**config.mk**
```make
export PLATFORM = sky130hd
export DESIGN_NAME = midi_file_event_parser
export DESIGN_NICKNAME = d
export VERILOG_FILES = /design/src/hw/rtl/mfep_pkg.sv /design/src/hw/rtl/midi_file_event_parser.sv /design/src/hw/rtl/mfep_parser.sv /design/src/hw/rtl/mfep_fifo.sv
export SDC_FILE = /design/constraint.sdc
export NUM_CORES = 2
export LEC_CHECK = 0
export ABC_CLOCK_PERIOD_IN_PS = 9510
export BUFFER_PORTS_ARGS = -buffer_cell sky130_fd_sc_hd__buf_4
export CORE_MARGIN = 5
export CORE_UTILIZATION = 60
export CTS_CLUSTER_SIZE = 20
export DETAILED_ROUTE_END_ITERATION = 7
export PLACE_DENSITY = 0.88
export SYNTH_ARGS = -nofsm -noshare
export SYNTH_HDL_FRONTEND = slang
export SYNTH_SLANG_ARGS = --single-unit
```
**constraint.sdc**
```tcl
create_clock -name clk -period 9.51 [get_ports clk]
set_input_delay 0.4755 -clock clk [delete_from_list [all_inputs] [get_ports clk]]
set_output_delay 0.4755 -clock clk [all_outputs]
set_load 0.05 [all_outputs]
```
**src/hw/rtl/mfep_pkg.sv**
```systemverilog
package mfep_pkg;

    localparam int TICK_BITS = 32;
    localparam int VLQ_BITS  = 28;
    localparam int SUM_BITS  = ((TICK_BITS > VLQ_BITS) ? TICK_BITS : VLQ_BITS) + 1;
    localparam int QDEPTH    = 4;
    localparam int QPTR_BITS = $clog2(QDEPTH);

    localparam logic [1:0] KIND_NOTE    = 2'd0;
    localparam logic [1:0] KIND_SUMMARY = 2'd1;
    localparam logic [1:0] KIND_ERROR   = 2'd2;

    localparam logic [3:0] ERR_MAGIC     = 4'd0;
    localparam logic [3:0] ERR_HDR_LEN   = 4'd1;
    localparam logic [3:0] ERR_SMPTE     = 4'd2;
    localparam logic [3:0] ERR_ZERO_PPQ  = 4'd3;
    localparam logic [3:0] ERR_TRK_MAGIC = 4'd4;
    localparam logic [3:0] ERR_PAST_END  = 4'd5;
    localparam logic [3:0] ERR_VLQ       = 4'd6;
    localparam logic [3:0] ERR_NO_STATUS = 4'd7;
    localparam logic [3:0] ERR_CUT_OFF   = 4'd8;
    localparam logic [3:0] ERR_NO_NOTES  = 4'd9;

    typedef struct packed {
        logic [1:0]  kind;
        logic [31:0] tick;
        logic [7:0]  pitch;
        logic [3:0]  channel;
        logic [23:0] tempo_us;
        logic [7:0]  ts_numerator;
        logic [7:0]  ts_denom_pow;
        logic        ts_changed;
        logic [7:0]  program_res;
        logic        program_seen;
        logic [14:0] ticks_per_quarter;
        logic [3:0]  error_code;
    } result_t;

endpackage

```
**src/hw/rtl/midi_file_event_parser.sv**
```systemverilog
// A result is written into the queue as its byte is accepted; its head drives the ports.
// Throughput: one byte per cycle while full is low; all parser state updates per byte.
// A four-item result queue lets bytes keep flowing while the consumer stalls; full rises
// only when that queue is full.
// Reset (rst_n, asynchronous, active low) clears the parser, the queue and sets the
// excluded channel to 9.
module midi_file_event_parser (
    input  logic        clk,
    input  logic        rst_n,
    input  logic        cfg_wr_en,
    input  logic [3:0]  cfg_wr_data,
    input  logic        push,
    output logic        full,
    input  logic [7:0]  file_byte,
    input  logic        last_byte,
    output logic        empty,
    input  logic        pop,
    output logic [1:0]  kind,
    output logic [31:0] tick,
    output logic [7:0]  pitch,
    output logic [3:0]  channel,
    output logic [23:0] tempo_us,
    output logic [7:0]  ts_numerator,
    output logic [7:0]  ts_denom_pow,
    output logic        ts_changed,
    output logic [7:0]  program_res,
    output logic        program_seen,
    output logic [14:0] ticks_per_quarter,
    output logic [3:0]  error_code
);
    import mfep_pkg::*;

    logic    accept;
    logic    res_valid;
    result_t res;
    result_t head;

    assign accept = push && !full;

    mfep_parser u_parser (
        .clk         (clk),
        .rst_n       (rst_n),
        .cfg_wr_en   (cfg_wr_en),
        .cfg_wr_data (cfg_wr_data),
        .in_valid    (accept),
        .file_byte   (file_byte),
        .last_byte   (last_byte),
        .res_valid   (res_valid),
        .res         (res)
    );

    mfep_fifo u_queue (
        .clk     (clk),
        .rst_n   (rst_n),
        .wr_en   (res_valid),
        .wr_data (res),
        .full    (full),
        .rd_en   (pop),
        .empty   (empty),
        .rd_data (head)
    );

    assign kind              = head.kind;
    assign tick              = head.tick;
    assign pitch             = head.pitch;
    assign channel           = head.channel;
    assign tempo_us          = head.tempo_us;
    assign ts_numerator      = head.ts_numerator;
    assign ts_denom_pow      = head.ts_denom_pow;
    assign ts_changed        = head.ts_changed;
    assign program_res       = head.program_res;
    assign program_seen      = head.program_seen;
    assign ticks_per_quarter = head.ticks_per_quarter;
    assign error_code        = head.error_code;

endmodule

```
**src/hw/rtl/mfep_parser.sv**
```systemverilog
module mfep_parser (
    input  logic                clk,
    input  logic                rst_n,
    input  logic                cfg_wr_en,
    input  logic [3:0]          cfg_wr_data,
    input  logic                in_valid,
    input  logic [7:0]          file_byte,
    input  logic                last_byte,
    output logic                res_valid,
    output mfep_pkg::result_t   res
);
    import mfep_pkg::*;

    typedef enum logic [3:0] {
        PH_HDR, PH_HPAD, PH_THDR, PH_DELTA, PH_STATUS, PH_MTYPE,
        PH_VLEN, PH_SKIP, PH_DATA, PH_TSKIP, PH_TAIL, PH_DONE
    } phase_t;

    localparam logic [TICK_BITS-1:0] TICK_MAX = {TICK_BITS{1'b1}};

    function automatic logic [1:0] data_need(input logic [7:0] s);
        return (s[7:4] == 4'hc || s[7:4] == 4'hd) ? 2'd1 : 2'd2;
    endfunction

    function automatic logic [7:0] hdr_magic(input logic [1:0] p);
        case (p)
            2'd0:    return 8'h4d;
            2'd1:    return 8'h54;
            2'd2:    return 8'h68;
            default: return 8'h64;
        endcase
    endfunction

    function automatic logic [7:0] trk_magic(input logic [1:0] p);
        case (p)
            2'd0:    return 8'h4d;
            2'd1:    return 8'h54;
            2'd2:    return 8'h72;
            default: return 8'h6b;
        endcase
    endfunction

    function automatic logic [31:0] tick32(input logic [TICK_BITS-1:0] t);
        logic [TICK_BITS+31:0] ext;
        ext = {32'd0, t};
        return ext[31:0];
    endfunction

    phase_t                phase_reg, phase_next;
    logic [3:0]            pos_reg, pos_next;
    logic [31:0]           chunk_reg, chunk_next;
    logic [15:0]           tracks_reg, tracks_next;
    logic [TICK_BITS-1:0]  tick_reg, tick_next;
    logic [TICK_BITS-1:0]  high_reg, high_next;
    logic [7:0]            run_reg, run_next;
    logic [7:0]            cur_reg, cur_next;
    logic [7:0]            fd_reg, fd_next;
    logic [VLQ_BITS-1:0]   vacc_reg, vacc_next;
    logic [2:0]            vcnt_reg, vcnt_next;
    logic [7:0]            mtype_reg, mtype_next;
    logic [23:0]           mcap_reg, mcap_next;
    logic [VLQ_BITS-1:0]   skip_reg, skip_next;
    logic [23:0]           tempo_reg, tempo_next;
    logic                  tempo_seen_reg, tempo_seen_next;
    logic [7:0]            num_reg, num_next;
    logic [7:0]            den_reg, den_next;
    logic                  sig_seen_reg, sig_seen_next;
    logic                  sig_chg_reg, sig_chg_next;
    logic [7:0]            prog_reg, prog_next;
    logic                  prog_flag_reg, prog_flag_next;
    logic [14:0]           div_reg, div_next;
    logic                  note_found_reg, note_found_next;
    logic [3:0]            excl_reg;

    logic                  err;
    logic [3:0]            err_code;
    logic                  note;
    logic                  cd, bd, td, ah, in_track;
    logic [7:0]            cd_d2;
    logic [31:0]           rem;
    logic [7:0]            s;
    logic                  have;
    logic [1:0]            need;
    logic [SUM_BITS-1:0]   sum;
    logic [7:0]            num_v, den_v;
    logic [VLQ_BITS-1:0]   vacc_sh;
    logic [15:0]           div16;

    always_comb
    begin
        phase_next      = phase_reg;
        pos_next        = pos_reg;
        chunk_next      = chunk_reg;
        tracks_next     = tracks_reg;
        tick_next       = tick_reg;
        high_next       = high_reg;
        run_next        = run_reg;
        cur_next        = cur_reg;
        fd_next         = fd_reg;
        vacc_next       = vacc_reg;
        vcnt_next       = vcnt_reg;
        mtype_next      = mtype_reg;
        mcap_next       = mcap_reg;
        skip_next       = skip_reg;
        tempo_next      = tempo_reg;
        tempo_seen_next = tempo_seen_reg;
        num_next        = num_reg;
        den_next        = den_reg;
        sig_seen_next   = sig_seen_reg;
        sig_chg_next    = sig_chg_reg;
        prog_next       = prog_reg;
        prog_flag_next  = prog_flag_reg;
        div_next        = div_reg;
        note_found_next = note_found_reg;
        err      = 1'b0;
        err_code = ERR_MAGIC;
        note     = 1'b0;
        cd       = 1'b0;
        bd       = 1'b0;
        td       = 1'b0;
        ah       = 1'b0;
        in_track = 1'b0;
        cd_d2    = 8'd0;
        rem      = chunk_reg - 32'd1;
        s        = file_byte;
        have     = 1'b0;
        need     = 2'd0;
        sum      = '0;
        num_v    = 8'd0;
        den_v    = 8'd0;
        vacc_sh  = {vacc_reg[VLQ_BITS-8:0], file_byte[6:0]};
        div16    = 16'd0;
        res      = '0;
        res_valid = 1'b0;

        if (in_valid && phase_reg != PH_DONE)
        begin
            case (phase_reg)
                PH_HDR:
                begin
                    pos_next = pos_reg + 4'd1;
                    if (pos_reg < 4'd4)
                    begin
                        if (file_byte != hdr_magic(pos_reg[1:0]))
                        begin
                            err = 1'b1;
                            err_code = ERR_MAGIC;
                        end
                    end
                    else if (pos_reg < 4'd8)
                    begin
                        chunk_next = {chunk_reg[23:0], file_byte};
                        if (pos_reg == 4'd7 && chunk_next < 32'd6)
                        begin
                            err = 1'b1;
                            err_code = ERR_HDR_LEN;
                        end
                    end
                    else if (pos_reg == 4'd10 || pos_reg == 4'd11)
                    begin
                        tracks_next = {tracks_reg[7:0], file_byte};
                    end
                    else if (pos_reg == 4'd12)
                    begin
                        if (file_byte[7])
                        begin
                            err = 1'b1;
                            err_code = ERR_SMPTE;
                        end
                        else
                        begin
                            div_next = {file_byte[6:0], 8'd0};
                        end
                    end
                    else if (pos_reg == 4'd13)
                    begin
                        div16 = {1'b0, div_reg} | {8'd0, file_byte};
                        div_next = div16[14:0];
                        if (div16 == 16'd0)
                        begin
                            err = 1'b1;
                            err_code = ERR_ZERO_PPQ;
                        end
                        else
                        begin
                            chunk_next = chunk_reg - 32'd6;
                            if (chunk_next != 32'd0)
                                phase_next = PH_HPAD;
                            else
                                ah = 1'b1;
                        end
                    end
                end
                PH_HPAD:
                begin
                    chunk_next = rem;
                    if (rem == 32'd0)
                        ah = 1'b1;
                end
                PH_THDR:
                begin
                    pos_next = pos_reg + 4'd1;
                    if (pos_reg < 4'd4)
                    begin
                        if (file_byte != trk_magic(pos_reg[1:0]))
                        begin
                            err = 1'b1;
                            err_code = ERR_TRK_MAGIC;
                        end
                    end
                    else
                    begin
                        chunk_next = {chunk_reg[23:0], file_byte};
                        if (pos_reg == 4'd7)
                        begin
                            tick_next  = '0;
                            run_next   = 8'd0;
                            phase_next = PH_DELTA;
                            vacc_next  = '0;
                            vcnt_next  = 3'd0;
                            if (chunk_next == 32'd0)
                                td = 1'b1;
                        end
                    end
                end
                PH_TAIL:
                begin
                end
                default:
                begin
                    in_track   = 1'b1;
                    chunk_next = rem;
                    case (phase_reg)
                        PH_DELTA:
                        begin
                            vacc_next = vacc_sh;
                            vcnt_next = vcnt_reg + 3'd1;
                            if (!file_byte[7])
                            begin
                                sum = SUM_BITS'(tick_reg) + SUM_BITS'(vacc_sh);
                                if (sum > SUM_BITS'(TICK_MAX))
                                    tick_next = TICK_MAX;
                                else
                                    tick_next = sum[TICK_BITS-1:0];
                                if (tick_next > high_reg)
                                    high_next = tick_next;
                                phase_next = PH_STATUS;
                                if (rem == 32'd0)
                                begin
                                    err = 1'b1;
                                    err_code = ERR_CUT_OFF;
                                end
                            end
                            else if (vcnt_next >= 3'd4 || rem == 32'd0)
                            begin
                                err = 1'b1;
                                err_code = ERR_VLQ;
                            end
                        end
                        PH_STATUS:
                        begin
                            if (!file_byte[7])
                            begin
                                s = run_reg;
                                have = 1'b1;
                            end
                            if (have && run_reg == 8'd0)
                            begin
                                err = 1'b1;
                                err_code = ERR_NO_STATUS;
                            end
                            else
                            begin
                                cur_next = s;
                                if (s == 8'hff)
                                begin
                                    run_next = 8'd0;
                                    phase_next = PH_MTYPE;
                                    if (rem == 32'd0)
                                    begin
                                        err = 1'b1;
                                        err_code = ERR_CUT_OFF;
                                    end
                                end
                                else if (s == 8'hf0 || s == 8'hf7)
                                begin
                                    run_next = 8'd0;
                                    phase_next = PH_VLEN;
                                    vacc_next = '0;
                                    vcnt_next = 3'd0;
                                    if (rem == 32'd0)
                                    begin
                                        err = 1'b1;
                                        err_code = ERR_VLQ;
                                    end
                                end
                                else if (s >= 8'hf0)
                                begin
                                    run_next = 8'd0;
                                    if (s == 8'hf1 || s == 8'hf3)
                                        need = 2'd1;
                                    else if (s == 8'hf2)
                                        need = 2'd2;
                                    else
                                        need = 2'd0;
                                    if (32'(need) > rem)
                                    begin
                                        err = 1'b1;
                                        err_code = ERR_CUT_OFF;
                                    end
                                    else if (need == 2'd0)
                                    begin
                                        phase_next = PH_DELTA;
                                        vacc_next = '0;
                                        vcnt_next = 3'd0;
                                    end
                                    else
                                    begin
                                        skip_next = VLQ_BITS'(need);
                                        phase_next = PH_SKIP;
                                    end
                                end
                                else
                                begin
                                    run_next = s;
                                    need = data_need(s);
                                    if (have)
                                    begin
                                        fd_next = file_byte;
                                        vcnt_next = 3'(need - 2'd1);
                                    end
                                    else
                                    begin
                                        vcnt_next = 3'(need);
                                    end
                                    if (vcnt_next == 3'd0)
                                    begin
                                        cd = 1'b1;
                                    end
                                    else
                                    begin
                                        phase_next = PH_DATA;
                                        if (rem == 32'd0)
                                        begin
                                            err = 1'b1;
                                            err_code = ERR_CUT_OFF;
                                        end
                                    end
                                end
                            end
                        end
                        PH_MTYPE:
                        begin
                            mtype_next = file_byte;
                            phase_next = PH_VLEN;
                            vacc_next = '0;
                            vcnt_next = 3'd0;
                            if (rem == 32'd0)
                            begin
                                err = 1'b1;
                                err_code = ERR_VLQ;
                            end
                        end
                        PH_VLEN:
                        begin
                            vacc_next = vacc_sh;
                            vcnt_next = vcnt_reg + 3'd1;
                            if (!file_byte[7])
                            begin
                                if (32'(vacc_sh) > rem)
                                begin
                                    err = 1'b1;
                                    err_code = ERR_CUT_OFF;
                                end
                                else if (vacc_sh == '0)
                                begin
                                    bd = 1'b1;
                                end
                                else
                                begin
                                    skip_next = vacc_sh;
                                    mcap_next = 24'd0;
                                    phase_next = PH_SKIP;
                                end
                            end
                            else if (vcnt_next >= 3'd4 || rem == 32'd0)
                            begin
                                err = 1'b1;
                                err_code = ERR_VLQ;
                            end
                        end
                        PH_SKIP:
                        begin
                            if (cur_reg == 8'hff && (vacc_reg - skip_reg) < VLQ_BITS'(3))
                                mcap_next = {mcap_reg[15:0], file_byte};
                            skip_next = skip_reg - VLQ_BITS'(1);
                            if (skip_next == '0)
                                bd = 1'b1;
                        end
                        PH_DATA:
                        begin
                            need = data_need(cur_reg);
                            if (vcnt_reg == 3'(need))
                                fd_next = file_byte;
                            vcnt_next = vcnt_reg - 3'd1;
                            if (vcnt_next == 3'd0)
                            begin
                                cd = 1'b1;
                                cd_d2 = (need == 2'd2) ? file_byte : 8'd0;
                            end
                            else if (rem == 32'd0)
                            begin
                                err = 1'b1;
                                err_code = ERR_CUT_OFF;
                            end
                        end
                        default:
                        begin
                        end
                    endcase
                end
            endcase

            // Channel message complete: note-on and first program change.
            if (cd)
            begin
                if (cur_next[7:4] == 4'h9 && cd_d2 != 8'd0 && cur_next[3:0] != excl_reg)
                begin
                    note = 1'b1;
                    note_found_next = 1'b1;
                end
                if (cur_next[7:4] == 4'hc && cur_next[3:0] != excl_reg && !prog_flag_reg)
                begin
                    prog_next = fd_next;
                    prog_flag_next = 1'b1;
                end
                phase_next = PH_DELTA;
                vacc_next = '0;
                vcnt_next = 3'd0;
            end

            // Meta, sysex or system common data complete.
            if (bd)
            begin
                if (cur_next == 8'hff && mtype_next == 8'h51 && vacc_next == VLQ_BITS'(3))
                begin
                    if (!tempo_seen_reg || tick_next == '0)
                    begin
                        tempo_next = mcap_next;
                        tempo_seen_next = 1'b1;
                    end
                end
                if (cur_next == 8'hff && mtype_next == 8'h58 && vacc_next >= VLQ_BITS'(2))
                begin
                    if (vacc_next == VLQ_BITS'(2))
                    begin
                        num_v = mcap_next[15:8];
                        den_v = mcap_next[7:0];
                    end
                    else
                    begin
                        num_v = mcap_next[23:16];
                        den_v = mcap_next[15:8];
                    end
                    if (!sig_seen_reg || tick_next == '0)
                    begin
                        num_next = num_v;
                        den_next = den_v;
                        sig_seen_next = 1'b1;
                    end
                    else if (num_v != num_reg || den_v != den_reg)
                    begin
                        sig_chg_next = 1'b1;
                    end
                end
                if (cur_next == 8'hff && mtype_next == 8'h2f)
                begin
                    phase_next = PH_TSKIP;
                end
                else
                begin
                    phase_next = PH_DELTA;
                    vacc_next = '0;
                    vcnt_next = 3'd0;
                end
            end

            if (in_track && !err && rem == 32'd0 &&
                (phase_next == PH_TSKIP || (phase_next == PH_DELTA && vcnt_next == 3'd0)))
                td = 1'b1;

            if (td)
            begin
                tracks_next = tracks_reg - 16'd1;
                ah = 1'b1;
            end
            if (ah)
            begin
                pos_next = 4'd0;
                phase_next = (tracks_next == 16'd0) ? PH_TAIL : PH_THDR;
            end

            if (!err && last_byte)
            begin
                err = 1'b1;
                case (phase_next)
                    PH_TAIL:
                    begin
                        if (note_found_next)
                            err = 1'b0;
                        err_code = ERR_NO_NOTES;
                    end
                    PH_HDR:  err_code = ERR_MAGIC;
                    PH_HPAD: err_code = ERR_HDR_LEN;
                    PH_THDR: err_code = ERR_TRK_MAGIC;
                    default: err_code = ERR_PAST_END;
                endcase
                if (!err)
                begin
                    res_valid = 1'b1;
                    res.kind = KIND_SUMMARY;
                    res.tick = tick32(high_next);
                    res.tempo_us = tempo_next;
                    res.ts_numerator = num_next;
                    res.ts_denom_pow = den_next;
                    res.ts_changed = sig_chg_next;
                    res.program_res = prog_next;
                    res.program_seen = prog_flag_next;
                    res.ticks_per_quarter = div_next;
                    phase_next = PH_DONE;
                end
            end

            if (err)
            begin
                res_valid = 1'b1;
                res.kind = KIND_ERROR;
                res.error_code = err_code;
                phase_next = PH_DONE;
            end
            else if (note && !res_valid)
            begin
                res_valid = 1'b1;
                res.kind = KIND_NOTE;
                res.tick = tick32(tick_next);
                res.pitch = fd_next;
                res.channel = cur_next[3:0];
            end
        end
    end

    always_ff @(posedge clk or negedge rst_n)
    begin
        if (!rst_n)
        begin
            phase_reg      <= PH_HDR;
            pos_reg        <= 4'd0;
            chunk_reg      <= 32'd0;
            tracks_reg     <= 16'd0;
            tick_reg       <= '0;
            high_reg       <= '0;
            run_reg        <= 8'd0;
            cur_reg        <= 8'd0;
            fd_reg         <= 8'd0;
            vacc_reg       <= '0;
            vcnt_reg       <= 3'd0;
            mtype_reg      <= 8'd0;
            mcap_reg       <= 24'd0;
            skip_reg       <= '0;
            tempo_reg      <= 24'd500000;
            tempo_seen_reg <= 1'b0;
            num_reg        <= 8'd4;
            den_reg        <= 8'd2;
            sig_seen_reg   <= 1'b0;
            sig_chg_reg    <= 1'b0;
            prog_reg       <= 8'd0;
            prog_flag_reg  <= 1'b0;
            div_reg        <= 15'd0;
            note_found_reg <= 1'b0;
            excl_reg       <= 4'd9;
        end
        else
        begin
            phase_reg      <= phase_next;
            pos_reg        <= pos_next;
            chunk_reg      <= chunk_next;
            tracks_reg     <= tracks_next;
            tick_reg       <= tick_next;
            high_reg       <= high_next;
            run_reg        <= run_next;
            cur_reg        <= cur_next;
            fd_reg         <= fd_next;
            vacc_reg       <= vacc_next;
            vcnt_reg       <= vcnt_next;
            mtype_reg      <= mtype_next;
            mcap_reg       <= mcap_next;
            skip_reg       <= skip_next;
            tempo_reg      <= tempo_next;
            tempo_seen_reg <= tempo_seen_next;
            num_reg        <= num_next;
            den_reg        <= den_next;
            sig_seen_reg   <= sig_seen_next;
            sig_chg_reg    <= sig_chg_next;
            prog_reg       <= prog_next;
            prog_flag_reg  <= prog_flag_next;
            div_reg        <= div_next;
            note_found_reg <= note_found_next;
            if (cfg_wr_en)
                excl_reg <= cfg_wr_data;
        end
    end

endmodule

```
**src/hw/rtl/mfep_fifo.sv**
```systemverilog
module mfep_fifo (
    input  logic                clk,
    input  logic                rst_n,
    input  logic                wr_en,
    input  mfep_pkg::result_t   wr_data,
    output logic                full,
    input  logic                rd_en,
    output logic                empty,
    output mfep_pkg::result_t   rd_data
);
    import mfep_pkg::*;

    result_t                mem [QDEPTH];
    logic [QPTR_BITS-1:0]   wptr_reg, rptr_reg;
    logic [QPTR_BITS:0]     count_reg;
    logic                   do_wr, do_rd;

    assign full    = (count_reg == (QPTR_BITS+1)'(QDEPTH));
    assign empty   = (count_reg == '0);
    assign do_wr   = wr_en && !full;
    assign do_rd   = rd_en && !empty;
    assign rd_data = mem[rptr_reg];

    always_ff @(posedge clk)
    begin
        if (do_wr)
            mem[wptr_reg] <= wr_data;
    end

    always_ff @(posedge clk or negedge rst_n)
    begin
        if (!rst_n)
        begin
            wptr_reg  <= '0;
            rptr_reg  <= '0;
            count_reg <= '0;
        end
        else
        begin
            if (do_wr)
                wptr_reg <= wptr_reg + 1'b1;
            if (do_rd)
                rptr_reg <= rptr_reg + 1'b1;
            if (do_wr && !do_rd)
                count_reg <= count_reg + 1'b1;
            else if (do_rd && !do_wr)
                count_reg <= count_reg - 1'b1;
        end
    end

endmodule

```
==> After elaboration in Yosys (flattened, before gate mapping) <==
Memory sizes are Yosys's and may differ from the RTL's.
Cells that the tools add are included.
{ "word_totals": {"regBits": 314, "mem_bits_rw": 460, "in_bits": 18, "output_inout_bits": 117, "word_cells": 520, "n_memories": 1} }
{ "memory_table": {"columns": ["memory", "depth", "width", "rd", "rd_ports_with_merged_regs", "wr", "line_no", "rtl"], "rows": [
  ["u_queue.mem", 4, 115, 1, 0, 1, "mfep_fifo.sv:13", "result_t mem [QDEPTH];"]
]} }
{ "classes": {"add_sub_neg": 14, "order_cmp": 11, "n_eq_ne": 66, "mux": 320, "bitwise_logic": 4, "reduce_logical": 76} }
{ "ops": {"columns": ["operator", "count"], "rows": [
  ["$mux 32", 21],
  ["$mux 28", 21],
  ["$mux 8", 52],
  ["$mux 4", 50],
  ["$mux 24", 8],
  ["$pmux 28 s3", 2],
  ["$mux 65", 2],
  ["$mux 115", 1],
  ["$mux 15", 7],
  ["$logic_not 32->1", 3],
  ["$mux 16", 6],
  ["$pmux 32 s3", 1],
  ["$mux 1", 86],
  ["$mux 3", 26],
  ["$eq 8x8->1 const B", 8],
  ["$pmux 32 s2", 1],
  ["$eq 28x2->1 const B", 2],
  ["$eq 4x4->1 const B", 14],
  ["$logic_not 28->1", 2],
  ["$pmux 28 s2", 1],
  ["$pmux 24 s2", 1],
  ["$mux 46", 1],
  ["$mux 44", 1],
  ["$pmux 6 s3", 2],
  ["72 further kinds", 172]
]} }

==> Logic depth before layout (Yosys ltp) <==
{ "depth": {"word_depth": 59, "depth_mapped": 30, "depth_no_buf": 26} }

==> By module <==
From an unflattened synthesis, not the netlist that was laid out.
{ "hier_totals": {"hier_cells": 4069, "hier_area_um2": 43425.4} }
{ "modules_own_cells": {"columns": ["mod", "n_inst", "cells_each", "area_per_inst_um2", "seq_area_each_um2"], "rows": [
  ["mfep_parser", 1, 3431, 26436.6, 7696.1],
  ["mfep_fifo", 1, 637, 16975.0, 13988.4],
  ["midi_file_event_parser", 1, 1, 13.8, 0.0]
]} }

==> Least setup slack after synthesis <==
No wires, ideal clock.
{ "synth_path": {"path_type": "reg2reg", "from": "reg u_parser.chunk_reg[10]", "to": "mem u_queue.mem[0][0] (netlist name) (enable)", "setup_ns": 0.487, "arrival_ns": 7.279, "required_ns": 9.023, "slack_ns": 1.744, "path_stages_with_launch": 19, "n_path_buf": 2, "synth_period_minus_slack_ns": 7.766, "path_cell_list": "dfrtp_1 buf_6 or4_4 or4b_1 buf_2 nor4_4 xnor2_1 ha_1 nand4_1 or2_2 nor2_1 o41ai_1 a211o_1 or3_1 nand3_1 o21ai_0 nor2b_1 a21oi_1 and2_1"} }
{ "synth_between": {"elab_chain_len": 40, "word_cells_on_any_way": 112, "classes_between": "add/sub (2); order compare (3); eq/ne (3); mux (87); reduce/logical (17)"} }
{ "synth_lines": {"columns": ["item", "line_no", "rtl"], "rows": [
  ["from (decl)", "mfep_parser.sv:51", "logic [31:0] chunk_reg, chunk_next;"],
  ["from (signal assigned)", "mfep_parser.sv:586", "chunk_reg <= chunk_next;"],
  ["$sub 32x1->32 or $sub 32x3->32 (tied branches)", "mfep_parser.sv:124, mfep_parser.sv:186", null],
  ["$gt 2x32->1 or $reduce_bool 32->1 (tied branches)", "mfep_parser.sv:306, mfep_parser.sv:187", null],
  ["$mux 3 or $mux 4 (tied branches)", "mfep_parser.sv:306, mfep_parser.sv:187", null],
  ["$mux 3 or $mux 4 (tied branches)", "mfep_parser.sv:297, mfep_parser.sv:179", null],
  ["$mux 3 or $mux 4 (tied branches)", "mfep_parser.sv:285, mfep_parser.sv:175", null],
  ["$mux 3 or $mux 4 (tied branches)", "mfep_parser.sv:275, mfep_parser.sv:163", null],
  ["$mux 3 or $mux 4 (tied branches)", "mfep_parser.sv:267, mfep_parser.sv:159", null],
  ["$pmux 3 s4 or $mux 4 (tied branches)", "mfep_parser.sv:233, mfep_parser.sv:150", null],
  ["[... 24 more ...]", null, null],
  ["$logic_not 1->1", "mfep_parser.sv:541", "else if (note && !res_valid)"],
  ["$logic_and 1x1->1", "mfep_parser.sv:541", null],
  ["$mux 1", "mfep_parser.sv:541", null],
  ["$mux 1 *", "mfep_parser.sv:534", "if (err)"],
  ["$mux 1 *", "mfep_parser.sv:136", "if (in_valid && phase_reg != PH_DONE)"],
  ["$logic_and 1x1->1 *", "mfep_fifo.sv:20", "assign do_wr = wr_en && !full;"],
  ["$mux 1 *", "mfep_fifo.sv:26", "if (do_wr)"],
  ["$mux 1 (not written as such) *", "mfep_fifo.sv:27", "mem[wptr_reg] <= wr_data;"],
  ["to (decl)", "mfep_fifo.sv:13", null]
]} }
Mark *: on every way between the ends. The rest lies on a longest branch, timed or not. The select of a mux whose other input is x is not followed.

==> out/metrics.yaml <==
floorplan:
  initial_core_util_pct: 60.4
  row_count: 98
  ioPinCount: 135
  dieArea_um2: 77100
  dieHeight_um: 278
  fp.dieW_um: 278
  fp.coreArea_um2: 71200
clock_tree:
  clk_pin_slew_worst_paths_ns: 0.06
  cts_sinks: 774
  clockRootBuffer: "clkbuf_16"
  clk_latency_ns: 0.67
  cts_max_level: 3
  cts_buffer_depth: 3
  numCtsBuffers: 79
  postCtsSetupBuffers: 0
  cts_tree: "done"
placement:
  place.port_buffers: 134
  dp.cells: 4863
  gp_congestion: 1.03
  hpwl_mm: 86.7
finish:
  post_route_cells_drive_above_1_share_pct: 13.9
  area_growth_pct: 10.2
  largest-register: "u_queue.mem"
  largest_reg_flops: 460
  multiInputGateArea_um2: 19900
  final_common_cell: "edfxtp_1"
  finish.utilization_pct: 66.5
  nets: 4155
  register_area_um2: 21700
  stdcell_count: 5011
  final_cell_mix: "edfxtp_1, nand2_1, dfrtp_1"
  num-fill-cells: 4933
timing:
  max_freq_ghz: 0.132
  tightestPinTransition_ns: 1.30
  finalSetupViolCount: 0
  tns_ns: 0
  min_period_over_period_pct: 79.8
  slew_headroom_pct: 11.3
  rsz0062_at_grt: "no"
  period_needed_ns: 7.59
  skew_ns: 0.0472
  final_hold_viol_count: 0
  slew_violations: 0
grt:
  grt_pass1_wl_mm: 203
  grt_max_degree: 116
  antenna_found_initial: 3
  overflow: 0
  grt.total_usage_pct: 33.2
  grt_pass1_vias: 33800
worst_setup_path:
  path_class: "flip-flop to flip-flop"
  critical_path.cell_chain: "nor2_1 > nand4_1 > nor4b_1 > xnor2_1 > ha_1 > a21o_1 > a21o_1 > a21oi_1 > nor2_1 > nor3_1 > a211o_1 > or3_1 > nand3_1 > a211o_1 > o21ai_2 > nand2b_1 > o21ba_2 > nor3b_4 > nand3_4 > buf_12 > o22ai_1"
  crit_arrival_ns: 7.97
  crit_fanout: 98
  worst-path-buf-inv: 1
  startpoint_type: "flip-flop"
  crit_required_ns: 9.88
  end_kind: "flip-flop"
  slowest_stage: "nor4b_1"
  critPathTopFamily: "simple AND/OR/NAND/NOR gates"
  critPathMaxStageDelay_ns: 0.76
synth:
  ys_warn_count: 0
  async_reset_ff_share_pct: 40.6
  synth-edff-count: 460
  syn_nets: 4134
  synth-main-ff-cell: "edfxtp_1"
  synth-seq-cells: 774
  netlist_area_um2: 43000
  ys_seq_area_share_pct: 50.4
  yosysUniqueCellTypes: 100
  syn_area_per_cell_um2: 10.8
  postSynthCellCount: 3974
power_and_ir_drop:
  p_leak_nw: 18.6
  swShare_pct: 38.4
  seqPwrFrac_pct: 38.0
  peakVddDrop_mv: 0.267
  pwr-share-comb_pct: 33.7
  clockPowerShare_pct: 28.2
  p_switching_mw: 4.17
  powerDensity_nw_per_um2: 230
  power.internal_mw: 6.70
min_path:
  hold_path.class: "input port to flip-flop"
detailed_routing:
  drtPass1Iterations: 8
  viasPerCell: 7.06
  ant_nets: 0
  remaining_drc_errors: 0
  drtIter0Drc: 5404
  routed_wl_mm: 132
  wl_per_cell_um: 26.3
  dr_total_vias: 35400
outcome:
  status: "complete, no violations"
job:
  maxCapViolations: 0
worst paths after layout:
| kind | startpoint | end | slack (ns) | depth (start not counted) |
|---|---|---|---|---|
| setup / recovery | u_parser.chunk_reg[6] | u_queue.mem[0][101] | 1.92 | 21 |
| hold / removal | cfg_wr_data[2] | u_parser.excl_reg[2] | 0.05 | 2 |
| setup reg to reg | u_parser.chunk_reg[6] | u_queue.mem[0][101] | 1.92 | 21 |
| hold reg to reg | u_parser.sig_seen_reg | u_parser.sig_seen_reg | 0.48 | 1 |
| max in group asynchronous | rst_n | u_parser.chunk_reg[12] | 7.44 | 3 |
| min in group asynchronous | rst_n | u_parser.high_reg[14] | 0.46 | 2 |
layout make-up:
type	count	area share [%]
Sequential cell	774	45.8
Multi-Input combinational cell	2813	42.1
Clock buffer	109	4.62
Timing Repair Buffer	189	3.17
Tap cell	950	2.51
Inverter	138	1.09
Clock inverter	36	0.729
Antenna cell	2	0.0106
synthesized netlist by cell type, types with 41 or more instances:
library cell  number  area, µm²
and3_1            41        257
mux4_2           115       2590
dfrtp_1          303       7580
nand3_1           99        495
edfxtp_1         460      13800
nor4_1            66        413
nor2_1           284       1070
o22ai_1           48        300
mux2_2            64        721
o21ai_0          284       1420
nand4_1           46        288
a21oi_1          235       1180
xnor2_1           65        569
or3_1             43        269
clkbuf_1         213        800
ha_1             139       1740
nand2_1          386       1450
xor2_1            41        359
mux2i_1           79        791
a22oi_1           44        330
a22o_1            73        639
a21o_1            44        330
inv_1            136        510
nor3_1            93        465
stage by stage:
stage               setup slack, ns  area [µm²]  hold slack [ns]  power [mW]
floorplan                      1.74       43000            0.180        6.71
global placement               2.29       44800            0.431        7.74
detailed placement             2.13       44800            0.451        7.81
CTS                            2.04       47400           0.0223        10.9
global route                   1.57       47400           0.0390        11.3
finish                         1.92       47400           0.0458        10.9
repair_timing:
| action | in CTS | in global routing |
|---|---|---|
| gates resized for setup | 0 | 0 |
| hold buffers | 1 | 0 |
| endpoints found under the hold margin | 96 | 0 |
power by group through the flow:
stage / Combinational [mW] / Sequential (mW) / Clock, mW
floorplan: 2.79 / 3.92 / 0
global placement: 3.57 / 4.17 / 0
detailed placement: 3.62 / 4.19 / 0
CTS: 3.66 / 4.12 / 3.08
global route: 3.85 / 4.16 / 3.25
finish: 3.67 / 4.14 / 3.07
metal layers:
| layer | global-route usage [%] | share of wire [%] | vias to the layer above |
|---|---|---|---|
| met5 | 0 | 0.031 | - |
| met4 | 15.5 | 6.1 | 6 |
| met3 | 7.20 | 11 | 587 |
| met2 | 52.3 | 46 | 2559 |
| met1 | 44.5 | 37 | 17100 |
| li1 | - | - | 15100 |
logic make-up after synthesis:
logic type / Yosys count / share of synthesized area, %
buf+inv: 387 / 3.49
simple gates: 1279 / 14.8
xor+xnor: 106 / 2.16
fa+ha+maj: 142 / 4.18
mux: 258 / 9.54
compound gates: 1028 / 15.4
flops: 774 / 50.4
Note: power is estimated with default switching activity, not from simulation.
